--- src/rtl/itchd_pkg.sv ---
package itchd_pkg;

  // Framing phase of the byte stream.
  typedef enum logic [1:0] {
    PH_LEN_HI = 2'd0,
    PH_LEN_LO = 2'd1,
    PH_BODY   = 2'd2
  } phase_t;

  // Message kinds as reported on msg_kind.
  localparam logic [2:0] KIND_S = 3'd0;
  localparam logic [2:0] KIND_A = 3'd1;
  localparam logic [2:0] KIND_F = 3'd2;
  localparam logic [2:0] KIND_E = 3'd3;
  localparam logic [2:0] KIND_X = 3'd4;
  localparam logic [2:0] KIND_D = 3'd5;
  localparam logic [2:0] KIND_U = 3'd6;
  localparam logic [2:0] KIND_P = 3'd7;

  // Field captures of the message being received.
  typedef struct packed {
    logic [15:0] locate;
    logic [15:0] tracking;
    logic [47:0] tstamp;
    logic [63:0] ref1;
    logic [63:0] ref2;
    logic [31:0] shares;
    logic [31:0] price;
    logic [7:0]  side;
    logic [63:0] symbol;
    logic [63:0] match_num;
  } cap_t;

  // Type byte decode. Bit 3 of the result marks a known type.
  function automatic logic [3:0] kind_of(input logic [7:0] t);
    logic [3:0] k;
    case (t)
      8'h53:   k = {1'b1, KIND_S};
      8'h41:   k = {1'b1, KIND_A};
      8'h46:   k = {1'b1, KIND_F};
      8'h45:   k = {1'b1, KIND_E};
      8'h58:   k = {1'b1, KIND_X};
      8'h44:   k = {1'b1, KIND_D};
      8'h55:   k = {1'b1, KIND_U};
      8'h50:   k = {1'b1, KIND_P};
      default: k = 4'd0;
    endcase
    return k;
  endfunction

  // Body length that covers the last byte of each kind's last field.
  function automatic logic [5:0] need_len(input logic [2:0] k);
    logic [5:0] n;
    case (k)
      KIND_S:  n = 6'd12;
      KIND_A:  n = 6'd36;
      KIND_F:  n = 6'd36;
      KIND_E:  n = 6'd31;
      KIND_X:  n = 6'd23;
      KIND_D:  n = 6'd19;
      KIND_U:  n = 6'd35;
      KIND_P:  n = 6'd44;
      default: n = 6'd0;
    endcase
    return n;
  endfunction

endpackage

--- src/rtl/itchd_ifs.sv ---
interface itchd_in_if;
  logic       valid;
  logic       ready;
  logic [7:0] stream_byte;

  modport source(output valid, output stream_byte, input ready);
  modport sink(input valid, input stream_byte, output ready);
endinterface

interface itchd_out_if;
  logic        valid;
  logic        ready;
  logic [2:0]  msg_kind;
  logic [15:0] stock_locate;
  logic [15:0] tracking_number;
  logic [47:0] timestamp_ns;
  logic [63:0] orig_ref;
  logic [63:0] repl_ref;
  logic [31:0] shares;
  logic [31:0] price;
  logic [7:0]  side_or_event;
  logic [63:0] stock_symbol;
  logic [63:0] match_id;
  logic        too_short;

  modport source(output valid, output msg_kind, output stock_locate,
                 output tracking_number, output timestamp_ns, output orig_ref,
                 output repl_ref, output shares, output price,
                 output side_or_event, output stock_symbol, output match_id,
                 output too_short, input ready);
  modport sink(input valid, input msg_kind, input stock_locate,
               input tracking_number, input timestamp_ns, input orig_ref,
               input repl_ref, input shares, input price,
               input side_or_event, input stock_symbol, input match_id,
               input too_short, output ready);
endinterface

--- src/rtl/itchd_capture.sv ---
module itchd_capture (
  input  itchd_pkg::cap_t cur,
  input  logic            en,
  input  logic [2:0]      kind,
  input  logic [15:0]     pos,
  input  logic [7:0]      data,
  output itchd_pkg::cap_t nxt
);
  import itchd_pkg::*;

  // ORs a byte into a big-endian field that spans body bytes first..first+n-1.
  function automatic logic [63:0] place(input logic [63:0] r, input logic [15:0] p,
                                        input logic [5:0] first, input logic [3:0] n,
                                        input logic [7:0] b);
    logic [15:0] lastb;
    logic [15:0] off;
    logic [5:0]  sh;
    lastb = {10'd0, first} + {12'd0, n} - 16'd1;
    off   = lastb - p;
    sh    = {off[2:0], 3'b000};
    if ((p >= {10'd0, first}) && (p <= lastb)) begin
      return r | ({56'd0, b} << sh);
    end
    return r;
  endfunction

  logic [63:0] t;

  always_comb begin
    nxt = cur;
    t   = 64'd0;
    if (en) begin
      t = place({48'd0, cur.locate}, pos, 6'd1, 4'd2, data);
      nxt.locate = t[15:0];
      t = place({48'd0, cur.tracking}, pos, 6'd3, 4'd2, data);
      nxt.tracking = t[15:0];
      t = place({16'd0, cur.tstamp}, pos, 6'd5, 4'd6, data);
      nxt.tstamp = t[47:0];
      if (kind == KIND_S) begin
        if (pos == 16'd11) begin
          nxt.side = data;
        end
      end else begin
        nxt.ref1 = place(cur.ref1, pos, 6'd11, 4'd8, data);
        case (kind)
          KIND_A, KIND_F, KIND_P: begin
            if (pos == 16'd19) begin
              nxt.side = data;
            end
            t = place({32'd0, cur.shares}, pos, 6'd20, 4'd4, data);
            nxt.shares = t[31:0];
            nxt.symbol = place(cur.symbol, pos, 6'd24, 4'd8, data);
            t = place({32'd0, cur.price}, pos, 6'd32, 4'd4, data);
            nxt.price = t[31:0];
            if (kind == KIND_P) begin
              nxt.match_num = place(cur.match_num, pos, 6'd36, 4'd8, data);
            end
          end
          KIND_E, KIND_X: begin
            t = place({32'd0, cur.shares}, pos, 6'd19, 4'd4, data);
            nxt.shares = t[31:0];
            if (kind == KIND_E) begin
              nxt.match_num = place(cur.match_num, pos, 6'd23, 4'd8, data);
            end
          end
          KIND_U: begin
            nxt.ref2 = place(cur.ref2, pos, 6'd19, 4'd8, data);
            t = place({32'd0, cur.shares}, pos, 6'd27, 4'd4, data);
            nxt.shares = t[31:0];
            t = place({32'd0, cur.price}, pos, 6'd31, 4'd4, data);
            nxt.price = t[31:0];
          end
          default: begin
          end
        endcase
      end
    end
  end

endmodule

--- src/rtl/itch_message_decoder_core.sv ---
// Channel   Direction  Payload                                   Handshake
// in_ch     sink       stream_byte (8)                           valid / ready
// out_ch    source     msg_kind .. too_short (decoded record)    valid / ready
// cfg       sink       cfg_wdata = type_enable (8)               cfg_we, no wait
//
// One stream byte is taken per cycle unless in_ch.ready is low; a decoded record is
// registered when the last body byte of an enabled message is taken.
// The result register is the only place the block can stall: in_ch.ready drops only
// when the next byte would close a frame while a record still waits in that register.
// Reset is synchronous and active low; it restores framing and enables all kinds.
module itch_message_decoder_core (
  input  logic              clk,
  input  logic              rst_n,
  input  logic              cfg_we,
  input  logic [7:0]        cfg_wdata,
  itchd_in_if.sink          in_ch,
  itchd_out_if.source       out_ch
);
  import itchd_pkg::*;

  // Control state.
  phase_t      phase_r, phase_nxt;
  logic [15:0] len_r, len_nxt;
  logic [15:0] pos_r, pos_nxt;
  logic        kind_vld_r, kind_vld_nxt;
  logic [2:0]  kind_r, kind_nxt;
  logic [7:0]  enable_r, enable_nxt;
  logic        out_vld_r, out_vld_nxt;

  // Captures of the message in flight, and the held record.
  cap_t        cap_r, cap_nxt, cap_upd;
  cap_t        rec_r, rec_nxt;
  logic [2:0]  rec_kind_r, rec_kind_nxt;
  logic        rec_short_r, rec_short_nxt;

  logic        accept;
  logic        last_byte;
  logic [3:0]  kind_dec;
  logic        emit;
  logic [16:0] pos_inc;

  // The frame closes on the byte at the final body position, whatever its value,
  // so the stall decision depends on state and out_ch.ready, not on the byte.
  assign pos_inc   = {1'b0, pos_r} + 17'd1;
  assign last_byte = (phase_r == PH_BODY) && (pos_inc >= {1'b0, len_r});
  assign in_ch.ready = !last_byte || !out_vld_r || out_ch.ready;
  assign accept    = in_ch.valid && in_ch.ready;
  assign kind_dec  = kind_of(in_ch.stream_byte);

  // Field placement for every body byte after the type byte of a known type.
  itchd_capture u_capture (
    .cur  (cap_r),
    .en   (kind_vld_r && (pos_r != 16'd0)),
    .kind (kind_r),
    .pos  (pos_r),
    .data (in_ch.stream_byte),
    .nxt  (cap_upd)
  );

  always_comb begin
    phase_nxt     = phase_r;
    len_nxt       = len_r;
    pos_nxt       = pos_r;
    kind_vld_nxt  = kind_vld_r;
    kind_nxt      = kind_r;
    cap_nxt       = cap_r;
    rec_nxt       = rec_r;
    rec_kind_nxt  = rec_kind_r;
    rec_short_nxt = rec_short_r;
    enable_nxt    = cfg_we ? cfg_wdata : enable_r;
    emit          = 1'b0;
    out_vld_nxt   = out_vld_r && !out_ch.ready;

    if (accept) begin
      case (phase_r)
        PH_LEN_HI: begin
          len_nxt   = {in_ch.stream_byte, 8'd0};
          phase_nxt = PH_LEN_LO;
        end
        PH_LEN_LO: begin
          // A new frame starts clean; an empty frame goes straight back to framing.
          len_nxt      = {len_r[15:8], in_ch.stream_byte};
          pos_nxt      = 16'd0;
          kind_vld_nxt = 1'b0;
          kind_nxt     = KIND_S;
          cap_nxt      = '0;
          phase_nxt    = ({len_r[15:8], in_ch.stream_byte} == 16'd0) ? PH_LEN_HI : PH_BODY;
        end
        PH_BODY: begin
          if (pos_r == 16'd0) begin
            kind_vld_nxt = kind_dec[3];
            kind_nxt     = kind_dec[2:0];
          end else begin
            cap_nxt = cap_upd;
          end
          if (last_byte) begin
            // The record is built from the captures including this final byte.
            phase_nxt     = PH_LEN_HI;
            pos_nxt       = 16'd0;
            emit          = kind_vld_nxt && enable_r[kind_nxt];
            rec_nxt       = cap_nxt;
            rec_kind_nxt  = kind_nxt;
            rec_short_nxt = len_r < {10'd0, need_len(kind_nxt)};
          end else begin
            pos_nxt = pos_inc[15:0];
          end
        end
        default: begin
          phase_nxt = PH_LEN_HI;
        end
      endcase
    end

    if (emit) begin
      out_vld_nxt = 1'b1;
    end else begin
      rec_nxt       = rec_r;
      rec_kind_nxt  = rec_kind_r;
      rec_short_nxt = rec_short_r;
    end
  end

  always_ff @(posedge clk) begin
    if (!rst_n) begin
      phase_r    <= PH_LEN_HI;
      len_r      <= 16'd0;
      pos_r      <= 16'd0;
      kind_vld_r <= 1'b0;
      kind_r     <= KIND_S;
      enable_r   <= 8'hFF;
      out_vld_r  <= 1'b0;
    end else begin
      phase_r    <= phase_nxt;
      len_r      <= len_nxt;
      pos_r      <= pos_nxt;
      kind_vld_r <= kind_vld_nxt;
      kind_r     <= kind_nxt;
      enable_r   <= enable_nxt;
      out_vld_r  <= out_vld_nxt;
    end
  end

  // Payload registers carry no reset; a new frame clears the captures.
  always_ff @(posedge clk) begin
    cap_r       <= cap_nxt;
    rec_r       <= rec_nxt;
    rec_kind_r  <= rec_kind_nxt;
    rec_short_r <= rec_short_nxt;
  end

  assign out_ch.valid           = out_vld_r;
  assign out_ch.msg_kind        = rec_kind_r;
  assign out_ch.stock_locate    = rec_r.locate;
  assign out_ch.tracking_number = rec_r.tracking;
  assign out_ch.timestamp_ns    = rec_r.tstamp;
  assign out_ch.orig_ref        = rec_r.ref1;
  assign out_ch.repl_ref        = rec_r.ref2;
  assign out_ch.shares          = rec_r.shares;
  assign out_ch.price           = rec_r.price;
  assign out_ch.side_or_event   = rec_r.side;
  assign out_ch.stock_symbol    = rec_r.symbol;
  assign out_ch.match_id        = rec_r.match_num;
  assign out_ch.too_short       = rec_short_r;

endmodule

--- src/flat_wrapper.sv ---
// flat-port wrapper written by rule: the top's interface ports become plain ports
module itch_message_decoder_core_flat import itchd_pkg::*;
  (clk, rst_n, cfg_we, cfg_wdata, in_ch_valid, in_ch_stream_byte, in_ch_ready, out_ch_valid, out_ch_msg_kind, out_ch_stock_locate, out_ch_tracking_number, out_ch_timestamp_ns, out_ch_orig_ref, out_ch_repl_ref, out_ch_shares, out_ch_price, out_ch_side_or_event, out_ch_stock_symbol, out_ch_match_id, out_ch_too_short, out_ch_ready);
  itchd_in_if in_ch_i ();
  itchd_out_if out_ch_i ();
  input  logic clk;
  input  logic rst_n;
  input  logic cfg_we;
  input  logic [7:0] cfg_wdata;
  input wire logic [$bits(in_ch_i.valid)-1:0] in_ch_valid;
  input wire logic [$bits(in_ch_i.stream_byte)-1:0] in_ch_stream_byte;
  output wire logic [$bits(in_ch_i.ready)-1:0] in_ch_ready;
  output wire logic [$bits(out_ch_i.valid)-1:0] out_ch_valid;
  output wire logic [$bits(out_ch_i.msg_kind)-1:0] out_ch_msg_kind;
  output wire logic [$bits(out_ch_i.stock_locate)-1:0] out_ch_stock_locate;
  output wire logic [$bits(out_ch_i.tracking_number)-1:0] out_ch_tracking_number;
  output wire logic [$bits(out_ch_i.timestamp_ns)-1:0] out_ch_timestamp_ns;
  output wire logic [$bits(out_ch_i.orig_ref)-1:0] out_ch_orig_ref;
  output wire logic [$bits(out_ch_i.repl_ref)-1:0] out_ch_repl_ref;
  output wire logic [$bits(out_ch_i.shares)-1:0] out_ch_shares;
  output wire logic [$bits(out_ch_i.price)-1:0] out_ch_price;
  output wire logic [$bits(out_ch_i.side_or_event)-1:0] out_ch_side_or_event;
  output wire logic [$bits(out_ch_i.stock_symbol)-1:0] out_ch_stock_symbol;
  output wire logic [$bits(out_ch_i.match_id)-1:0] out_ch_match_id;
  output wire logic [$bits(out_ch_i.too_short)-1:0] out_ch_too_short;
  input wire logic [$bits(out_ch_i.ready)-1:0] out_ch_ready;
  assign in_ch_i.valid = in_ch_valid;
  assign in_ch_i.stream_byte = in_ch_stream_byte;
  assign in_ch_ready = in_ch_i.ready;
  assign out_ch_valid = out_ch_i.valid;
  assign out_ch_msg_kind = out_ch_i.msg_kind;
  assign out_ch_stock_locate = out_ch_i.stock_locate;
  assign out_ch_tracking_number = out_ch_i.tracking_number;
  assign out_ch_timestamp_ns = out_ch_i.timestamp_ns;
  assign out_ch_orig_ref = out_ch_i.orig_ref;
  assign out_ch_repl_ref = out_ch_i.repl_ref;
  assign out_ch_shares = out_ch_i.shares;
  assign out_ch_price = out_ch_i.price;
  assign out_ch_side_or_event = out_ch_i.side_or_event;
  assign out_ch_stock_symbol = out_ch_i.stock_symbol;
  assign out_ch_match_id = out_ch_i.match_id;
  assign out_ch_too_short = out_ch_i.too_short;
  assign out_ch_i.ready = out_ch_ready;
  itch_message_decoder_core u_core (.clk(clk), .rst_n(rst_n), .cfg_we(cfg_we), .cfg_wdata(cfg_wdata), .in_ch(in_ch_i), .out_ch(out_ch_i));
endmodule
--- config.mk ---
export PLATFORM = sky130hd
export DESIGN_NAME = itch_message_decoder_core_flat
export DESIGN_NICKNAME = d
export VERILOG_FILES = /design/src/rtl/itchd_pkg.sv /design/src/rtl/itchd_ifs.sv /design/src/rtl/itchd_capture.sv /design/src/rtl/itch_message_decoder_core.sv /design/src/flat_wrapper.sv
export SDC_FILE = /design/constraint.sdc
export NUM_CORES = 1
export LEC_CHECK = 0
export BUFFER_PORTS_ARGS = -buffer_cell sky130_fd_sc_hd__buf_2
export CORE_ASPECT_RATIO = 1.5
export CORE_MARGIN = 4
export CORE_UTILIZATION = 25
export DETAILED_ROUTE_END_ITERATION = 7
export PLACE_DENSITY = 0.51
export SLEW_MARGIN = 20
export SYNTH_ARGS = -nofsm -noshare
export SYNTH_HDL_FRONTEND = slang
export SYNTH_SLANG_ARGS = --single-unit
--- constraint.sdc ---
create_clock -name clk -period 28.9 [get_ports clk]
set_input_delay 2.89 -clock clk [delete_from_list [all_inputs] [get_ports clk]]
set_output_delay 2.89 -clock clk [all_outputs]
set_load 0.02 [all_outputs]
# After elaboration in Yosys (flattened, before gate mapping)

Memories as Yosys holds them, arrays and structs flattened.
Index checks and enable logic that the tools add are counted.

Add/subtract/negate cells: 13
Multiply operators: 0
Divide/modulo/power cells: 0
Order comparisons: 27
Equal/unequal tests: 19
Shift operators: 12
Muxes and demuxes: 112
Bitwise logic cells: 14
Reductions and logical operators: 37

Operators with widths:

| kind                  | count |
|---|---|
| $mux W64              | 13 |
| $mux W408             | 2 |
| $pmux W408 S2         | 1 |
| $mux W32              | 10 |
| $or A64 B64 Y64       | 5 |
| $shl A8 B6 Y64        | 5 |
| $mux W192             | 1 |
| $or A32 B32 Y32       | 5 |
| $mux W128             | 1 |
| $pmux W64 S2          | 1 |
| $shl A8 B6 Y32        | 4 |
| $ge A16 B5 Y1 const B | 6 |
| $le A16 B5 Y1 const B | 6 |
| $mux W48              | 2 |
| $pmux W32 S3          | 1 |
| $mux W16              | 5 |
| $mux W72              | 1 |
| $eq A8 B7 Y1 const B  | 8 |
| $pmux W16 S2          | 2 |
| $pmux W32 S2          | 1 |
| $mux W1               | 55 |
| $le A16 B6 Y1 const B | 3 |
| $or A48 B48 Y48       | 1 |
| $shl A8 B6 Y48        | 1 |
| 47 further kinds      | 94 |

Register bits after elaboration: 867
Latch bits: 0
Memory bits (writable): 0
ROM bits: 48
Input port bits: 21
Output and inout port bits: 414
Word-level logic and storage cells: 265
Memories: 1

Memories:

| memory           | words | bits a word | read ports | clocked after Yosys merged registers in | wr ports | RTL line        | source |
|---|---|---|---|---|---|---|---|
| (name not given) | 8     | 6           | 1          | 0                                       | 0        | itchd_pkg.sv:54 | `case (k)` |

# Longest topological paths before layout

Gate-level depths: netlist of run 1.

Depth in word-level cells: 15
Mapped depth: 18

# By module

From an unflattened synthesis of run 1, not the netlist that was laid out.

Cell total of the unflattened synthesis: 2872
Area, all modules: 40351.2 um^2

By module, submodules not included:

| module                    | times used | cells each | area each (um^2) | sequential area each (um^2) |
|---|---|---|---|---|
| itch_message_decoder_core | 1          | 2082       | 35268.8          | 25564.5 |
| itchd_capture             | 1          | 790        | 5082.4           | 0.0 |

# Worst setup path after synthesis of run 1

No wires, ideal clock.

Path kind: input port to flip-flop
Start: input in_ch_stream_byte[6]
End: register u_core.rec_r (netlist bit u_core.out_ch.match_id[0]) (enable)
Arrival: 21.514 ns
Path slack: 6.189 ns
Cell stages on the path: 8
Buffers on the path: 1
Path through: clkbuf_1 -> or3b_1 -> nor4bb_1 -> mux2i_1 -> mux2i_1 -> mux2i_1 -> mux2i_1 -> nor2_1

Word-level cells in the longest chain between the ends: 12

RTL lines:

| item                                   | RTL line                         | source |
|---|---|---|
| from (decl)                            | flat_wrapper.sv:11               | `input wire logic [$bits(in_ch_i.stream_byte)-1:0] in_ch_stream_byte;` |
| $eq A8 B7 Y1                           | itchd_pkg.sv:37                  | `case (t)` |
| $pmux W4 S8 (*)                        | itchd_pkg.sv:37                  |  |
| $mux W3                                | itch_message_decoder_core.sv:90  | `if (pos_r == 16'd0) begin` |
| $mux W3                                | itch_message_decoder_core.sv:75  | `case (phase_r)` |
| $mux W3                                | itch_message_decoder_core.sv:74  | `if (accept) begin` |
| $bmux W1 S3                            | itch_message_decoder_core.sv:100 | `emit = kind_vld_nxt && enable_r[kind_nxt];` |
| $mux W1 (implied by the code)          | itch_message_decoder_core.sv:100 |  |
| $logic_and A1 B1 Y1 (*)                | itch_message_decoder_core.sv:100 |  |
| $mux W1 (*)                            | itch_message_decoder_core.sv:96  | `if (last_byte) begin` |
| $mux W1 (*)                            | itch_message_decoder_core.sv:75  |  |
| $mux W1 (*)                            | itch_message_decoder_core.sv:74  |  |
| $reduce_and A4 Y1 (no source line) (*) | --                               |  |
| to (signal assigned)                   | itch_message_decoder_core.sv:146 | `rec_r <= rec_nxt;` |
| to (decl)                              | itch_message_decoder_core.sv:32  | `cap_t rec_r, rec_nxt;` |

Mark *: on every way between the ends. The rest lies on a longest branch, timed or not. The select of a mux whose other input is x is not followed.
A chain may end at the register's enable or synchronous reset.

# Worst setup path after layout of run 1

Start: register u_core.pos_r[0]
End: output in_ch_ready

Word-level cells in the longest chain between the ends: 6

RTL lines:

| item                             | RTL line                         | source |
|---|---|---|
| from (decl)                      | itch_message_decoder_core.sv:24  | `logic [15:0] pos_r, pos_nxt;` |
| from (signal assigned)           | itch_message_decoder_core.sv:135 | `pos_r <= pos_nxt;` |
| $add A16 B1 Y17                  | itch_message_decoder_core.sv:44  | `assign pos_inc = {1'b0, pos_r} + 17'd1;` |
| $ge A17 B16 Y1                   | itch_message_decoder_core.sv:45  | `assign last_byte = (phase_r == PH_BODY) && (pos_inc >= {1'b0, len_r});` |
| $logic_and A1 B1 Y1              | itch_message_decoder_core.sv:45  |  |
| $logic_not A1 Y1                 | itch_message_decoder_core.sv:46  | `assign in_ch.ready = !last_byte \|\| !out_vld_r \|\| out_ch.ready;` |
| $logic_or A1 B1 Y1 (2 in series) | itch_message_decoder_core.sv:46  |  |
| to (decl)                        | flat_wrapper.sv:12               | `output wire logic [$bits(in_ch_i.ready)-1:0] in_ch_ready;` |

No other way between the ends.

==> impl_metrics.yaml, run 1 <==
outcome:
  result_of_the_run: "completed"
die:
  floorplan.initialDensity: 0.2518
  ioPinCount: 435
  core_box_area_mm2: 0.1468
  dieArea_mm2: 0.1542
  num_rows: 172
  die_y_um: 478.9
  die_width_um: 321.9
worst_setup_path:
  crit_arrival_ns: 5.81
  cp_data_required_time_ns: 26.01
  critPathLaunch: "u_core.pos_r[0]$_SDFFE_PN0P_"
  path_cells: "buf_4, ha_1, nand2b_1, and2_1, clkinv_1, ha_1, a21o_1, a21o_1, a211oi_1, o211a_1, a21oi_1, inv_1, buf_2"
  cp_slowest_stage_delay_ns: 0.88
  criticalPathCategory: "flop to primary output"
  timing.critical_path.to_type: "primary output"
  critical-path-slowest-cell: "clkinv_1"
  critPathMaxFanout: 32
  worstSetupStartpointType: "flop"
  timing.rr.start: "u_core.pos_r[0]$_SDFFE_PN0P_"
sta:
  final.period_utilization: 0.3010
  tns_ns: 0
  period_needed_ns: 8.698
  timing.final.hold_violations: 0
  clock-skew-final_ns: 0.02563
  timing_worst_slew_pin_value_ns: 1.207
  maximum_clock_frequency_mhz: 115.0
  report.final.setup_viol: 0
  rsz0062_at_grt: "false"
  slew_viol_final: 0
  maxSlewHeadroom: 0.1921
route:
  detail_route.wirelength_um: 131000
  avgRoutedWirePerCell_um: 26.27
  initialDrtViolationCount: 1867
  detailedRoute.firstPassIterationCount: 5
  post_drt_via_cell_ratio: 4.784
  antenna_left: 0
  vias: 23860
  post_detailed_route_drc_marker_count: 0
clock_tree:
  cts_made_buffers: 90
  cts.path.max_buffers: 3
  cts_setup_buffers: 0
  tritoncts_clock_tree: "done"
  clock-root-buffer: "clkbuf_16"
  clock_transition_time_at_the_flip_flop_clock_pins_of_the_worst_setup_and_hold_paths_ns: 0.06
  postCtsResizedCells: 0
  worst_skew_pair.late_latency_ns: 0.72
  htreeDepth: 3
  clock_sinks: 867
  cts-hold-fix-buffers: 0
synth:
  post_synth_num_cell_types: 70
  yosys_warnings: 0
  syn_nets: 2661
  synth_edf_count: 820
  synth_async_sr_flop_share: 0
  postSynthCellCount: 2610
  seq_area_frac_synth: 0.6917
  ys_ff_latch: 867
  dominantRegCellSynth: "edfxtp_1"
  cell_area_synth_mm2: 0.03696
  syn_avg_cell_area_um2: 14.16
finish:
  mostFrequentLayoutCell: "edfxtp_1"
  syn2layout_area_growth_pct: 20.46
  multi_input_area_mm2: 0.01071
  n_fill_cell: 14930
  layout.area.seq_mm2: 0.02556
  most-common-layout-cells: "820 x edfxtp_1, 434 x buf_2, 328 x and2_1"
  finish.cell_count_without_fillers: 4987
  drive_above_1_share: 0.2709
  finalNetCount: 3048
  post_route_cell_area_mm2: 0.04452
placement:
  placed_cells_incl_taps: 4818
  hpwlAfterDp_um: 84940
  detailed_place.area_mm2: 0.04146
  placement.io_buffers: 434
  gp_congestion: 0.9173
global_routing:
  largest_net_degree_at_the_start_of_global_routing: 196
  grt.overflow.total: 0
  grt_pass1_wl_um: 183300
  globalRouteTotalUtil: 0.1651
  grt_pass1_vias: 23940
  antenna_violations_before_repair: 5
power:
  power_density_mw_per_mm2: 63.03
  power_mw: 2.806
  leakage_nw: 16.38
  power.ir.vdd_worst_mv: 0.04650
min_path:
  worstHoldPathType: "flop to flop"
  startpoint_of_the_lowest_slack_hold_path: "u_core.kind_vld_r$_SDFFE_PN0P_"
flow_run:
  max_cap_viol_count: 0
area by class of cell:
cell class                 instances  share of cell area
antenna                            2           0.0001124
clock buffer                     107             0.05297
clock inverter                    59             0.01492
inverter                          36            0.003204
multi-input combinational       1508              0.2405
sequential                       867              0.5742
tap                             1914             0.05379
timing repair buffer             494             0.06028
final timing paths:
| kind | to | slack, ns | cells past startpoint |
|---|---|---|---|
| worst min-delay path | u_core.kind_vld_r$_SDFFE_PN0P_ | 0.47 | 2 |
| worst max-delay path | in_ch_ready | 20.20 | 13 |
| worst min register to register | u_core.kind_vld_r$_SDFFE_PN0P_ | 0.47 | 2 |
| worst max register to register | u_core.cap_r[282]$_SDFFCE_PN0P_ | 20.48 | 15 |
cell families (layout without fill, tap and decap cells):
group                      count (synthesis)  after routing  share of synthesized area
AOI/OAI and AO/OA                        644            644                     0.1398
xor gates and xnor gates                  15             15                   0.003554
adders and majority gates                 30             30                    0.01016
buffers and inverters                    235            696                    0.02708
DFF                                      867            867                     0.6917
muxes                                     36             36                    0.01002
other                                      0              2                          0
and+or+nand+nor                          783            783                     0.1177
worst max-delay path: cells and delay by family, from the launching register on:
| family | cells | cell delay [ns] |
|---|---|---|
| and+or+nand+nor | 2 | 0.82 |
| DFF | 1 | 0.32 |
| buffers and inverters | 4 | 1.52 |
| adders and majority gates | 2 | 0.98 |
| AOI/OAI and AO/OA | 5 | 1.46 |
power breakdown:
group | switching, mW | total (mW) | internal [mW]
clock network | 0.529 | 1.23 | 0.696
registers | 0.0145 | 1.44 | 1.43
logic | 0.0920 | 0.138 | 0.0461
total | 0.636 | 2.81 | 2.17
flip-flops by register name (all words and copies together), names as in the netlist:
name                           flops
u_core.cap_r                     408
u_core.pos_r                      16
u_core.out_ch.timestamp_ns        48
u_core.phase_r                     2
u_core.len_r                      16
u_core.out_ch.shares              32
u_core.out_ch.too_short            1
u_core.kind_vld_r                  1
u_core.kind_r                      3
u_core.out_ch.valid                1
u_core.out_ch.match_id            64
u_core.out_ch.stock_locate        16
u_core.out_ch.side_or_event        8
u_core.out_ch.msg_kind             3
u_core.out_ch.repl_ref            64
u_core.out_ch.stock_symbol        64
u_core.out_ch.tracking_number     16
u_core.out_ch.price               32
u_core.enable_r                    8
u_core.out_ch.orig_ref            64
per-layer routing:
layer / part of all wire / vias to the layer above / global-route usage / wire length [µm]
met4: 0.036 / 0 / 0.06174 / 4687
met1: 0.43 / 12110 / 0.2103 / 55780
li1: - / 10710 / - / -
met2: 0.46 / 844 / 0.2611 / 59760
met5: 0 / - / 0 / 0
met3: 0.082 / 200 / 0.05463 / 10800
synth_stat cells (all sizes together) (10+ instances only):
master  instances  area share
nand3          12      0.0020
a31o           83       0.020
buf            58      0.0091
inv            32      0.0032
a21oi          17      0.0023
nor3           48      0.0072
xnor2          11      0.0026
o21ai          18      0.0024
a32oi         127       0.030
nor2          122       0.012
a22o           72       0.017
or2            59       0.010
dfxtp          47       0.025
nor2b          13      0.0022
o21a           57       0.012
mux2i          28      0.0076
nand2         137       0.014
and2          332       0.056
nand4          17      0.0033
a21o          199       0.040
ha             30       0.010
o21bai         41      0.0083
nand3b         10      0.0020
clkbuf        141       0.014
edfxtp        820        0.67
stage by stage:
step / setup WS, ns / util / hold slack (ns)
3_3_place_gp: 20.73 / 0.2823 / 0.4476
2_1_floorplan: 6.189 / - / 0.4383
4_1_cts: 20.20 / 0.3031 / 0.4678
5_1_grt: 19.96 / 0.3033 / 0.5055
3_5_place_dp: 20.53 / 0.2825 / 0.4586
6_report: 20.20 / 0.3033 / 0.4749
(Power assumes the default switching activity.)
==> run 2, diff against run 1 <==
- clock period: 28.9 -> 9 ns (I/O delays scaled with it)
==> run 2 against run 1 <==
Effect of this change: largest cell class unchanged; clock power grew to 3.1 times the previous value; largest power group unchanged; utilization hardly changed; hold slack got worse by 0.038 ns; total power increased to 3.2 times the previous value; via count down 0.94%; first-iteration DRC count fell by 5.6%; combinational power increased to 3.3 times the previous value; cell count about the same; critical path depth shrank 1; sequential share of layout area increased by 0.068 points.
==> impl_metrics.yaml, run 2 (same netlist as run 1, synthesis figures left out) <==
sta:
  tns_ns: 0
  period_needed_ns: 6.771
  report.final.setup_viol: 0
  maximum_clock_frequency_mhz: 147.7
  final.period_utilization: 0.7524
  rsz0062_at_grt: "false"
  timing_worst_slew_pin_value_ns: 1.149
  maxSlewHeadroom: 0.2282
  fin_ws_ns: 2.229
  clock-skew-final_ns: 0.03150
  timing.final.hold_violations: 0
  slew_viol_final: 0
  whs_ns: 0.4365
route:
  detail_route.wirelength_um: 129700
  initialDrtViolationCount: 1763
  antenna_left: 0
  vias: 23640
  post_detailed_route_drc_marker_count: 0
  avgRoutedWirePerCell_um: 26.01
  detailedRoute.firstPassIterationCount: 5
  post_drt_via_cell_ratio: 4.741
die:
  die_y_um: 478.9
  die_width_um: 321.9
  core_box_area_mm2: 0.1468
  num_rows: 172
  floorplan.initialDensity: 0.2518
  ioPinCount: 435
  dieArea_mm2: 0.1542
clock_tree:
  cts_setup_buffers: 0
  tritoncts_clock_tree: "done"
  postCtsResizedCells: 0
  cts.path.max_buffers: 3
  cts_made_buffers: 88
  cts-hold-fix-buffers: 0
  htreeDepth: 3
  worst_skew_pair.late_latency_ns: 0.70
  clock_transition_time_at_the_flip_flop_clock_pins_of_the_worst_setup_and_hold_paths_ns: 0.07
  clock-root-buffer: "clkbuf_16"
  clock_sinks: 867
global_routing:
  globalRouteTotalUtil: 0.1634
  grt_pass1_vias: 23690
  largest_net_degree_at_the_start_of_global_routing: 129
  grt_pass1_wl_um: 181300
  grt.overflow.total: 0
  antenna_violations_before_repair: 4
worst_setup_path:
  worst_reg2reg_path_endpoint: "u_core.cap_r[256]$_SDFFCE_PN0P_"
  reg2reg_slack_ns: 2.23
  rr_worst_depth: 12
  timing.rr.start: "u_core.pos_r[2]$_SDFFE_PN0P_"
  crit_arrival_ns: 7.08
  timing.critical_path.to_type: "flop"
  worstSetupStartpointType: "flop"
  criticalPathCategory: "flop to flop"
  cp_data_required_time_ns: 9.31
  critPathMaxFanout: 96
power:
  power_mw: 8.866
  power_density_mw_per_mm2: 199.3
  leakage_nw: 16.34
  power_switching_share: 0.2295
  seq_power_share: 0.522
  p_int_mw: 6.831
  switchingPower_mw: 2.034
  power.ir.vdd_worst_mv: 0.1574
  clockPowerShare: 0.427
  pwr-share-comb: 0.051
placement:
  placed_cells_incl_taps: 4821
  placement.io_buffers: 434
  gp_congestion: 0.8493
  detailed_place.area_mm2: 0.04158
  preCtsSetupSlack_ns: 2.294
  hpwlAfterDp_um: 84140
finish:
  mostFrequentLayoutCell: "edfxtp_1"
  finalCoreUtilization: 0.3031
  largest_reg_flops: 408
  top_reg_by_flops: "u_core.cap_r"
  syn2layout_area_growth_pct: 20.36
  finish.cell_count_without_fillers: 4985
  drive_above_1_share: 0.2749
  finalNetCount: 3048
  post_route_cell_area_mm2: 0.04449
  most-common-layout-cells: "820 x edfxtp_1, 434 x buf_2, 327 x and2_1"
min_path:
  startpoint_of_the_lowest_slack_hold_path: "cfg_wdata[5]"
  hold_path_depth: 3
  hold_end: "u_core.enable_r[5]$_SDFFE_PN1P_"
  worstHoldPathType: "primary input to flop"
flow_run:
  max_cap_viol_count: 0
outcome:
  result_of_the_run: "completed"
[run 2: cell types whose count changed in the layout (fill, tap and decap cells not counted), moves of 3 or more]
cell,previous run,this run
buf_12,3,6
bufinv_16,12,8
clkinv_1,21,16
dfxtp_1,47,44
clkinv_2,12,17
[run 2: power by group through the flow]
stage	logic [mW]	clock network, mW	registers [mW]
CTS	0.464	3.91	4.63
finish	0.452	3.78	4.63
floorplan	0.291	0	4.74
global route	0.498	4.05	4.64
detailed placement	0.461	0	4.72
global placement	0.457	0	4.71
[run 2: worst max path at each step]
stage / start / to / slack, ns / cells after the start
6_report: u_core.pos_r[2]$_SDFFE_PN0P_ / u_core.cap_r[256]$_SDFFCE_PN0P_ / 2.23 / 12
5_1_grt: u_core.pos_r[2]$_SDFFE_PN0P_ / u_core.cap_r[128]$_SDFFCE_PN0P_ / 1.88 / 12
4_1_cts: u_core.pos_r[2]$_SDFFE_PN0P_ / u_core.cap_r[135]$_SDFFCE_PN0P_ / 2.28 / 12
3_5_place_dp: u_core.pos_r[2]$_SDFFE_PN0P_ / u_core.cap_r[337]$_SDFFCE_PN0P_ / 2.29 / 12
3_3_place_gp: u_core.pos_r[2]$_SDFFE_PN0P_ / u_core.cap_r[209]$_SDFFCE_PN0P_ / 2.50 / 12
2_1_floorplan: u_core.pos_r[4]$_SDFFE_PN0P_ / u_core.out_ch.match_id[0]$_DFFE_PP_ / -0.16 / 16
[run 2: area by class of cell]
cell class	count	area, µm²
fillers	14850	102300
flip-flops and latches	867	25570
multi-input cells	1508	10760
repair buffers	496	2713
well taps	1914	2395
clock buffers	108	2330
clock inverters	55	569.3
inverters	36	142.6
diodes	1	2.502
[run 2: worst max-delay path, stage by stage (launching register included)]
cell and delay (ns):
dfxtp_1 0.83, nand2b_1 0.30, and2_1 0.63, clkinv_1 0.81
ha_1 0.57, a21o_1 0.20, a21o_1 0.17, a211oi_1 0.32
o211a_1 0.44, a21oi_1 0.29, or2_2 0.50, inv_8 0.61
buf_12 0.46
[run 2: layer usage]
metal | vias up | global-route usage | part of all wire
met5 | - | 0 | 0.000062
met4 | 2 | 0.06637 | 0.041
met3 | 224 | 0.05391 | 0.085
met2 | 861 | 0.2587 | 0.46
met1 | 11850 | 0.2058 | 0.42
li1 | 10700 | - | -
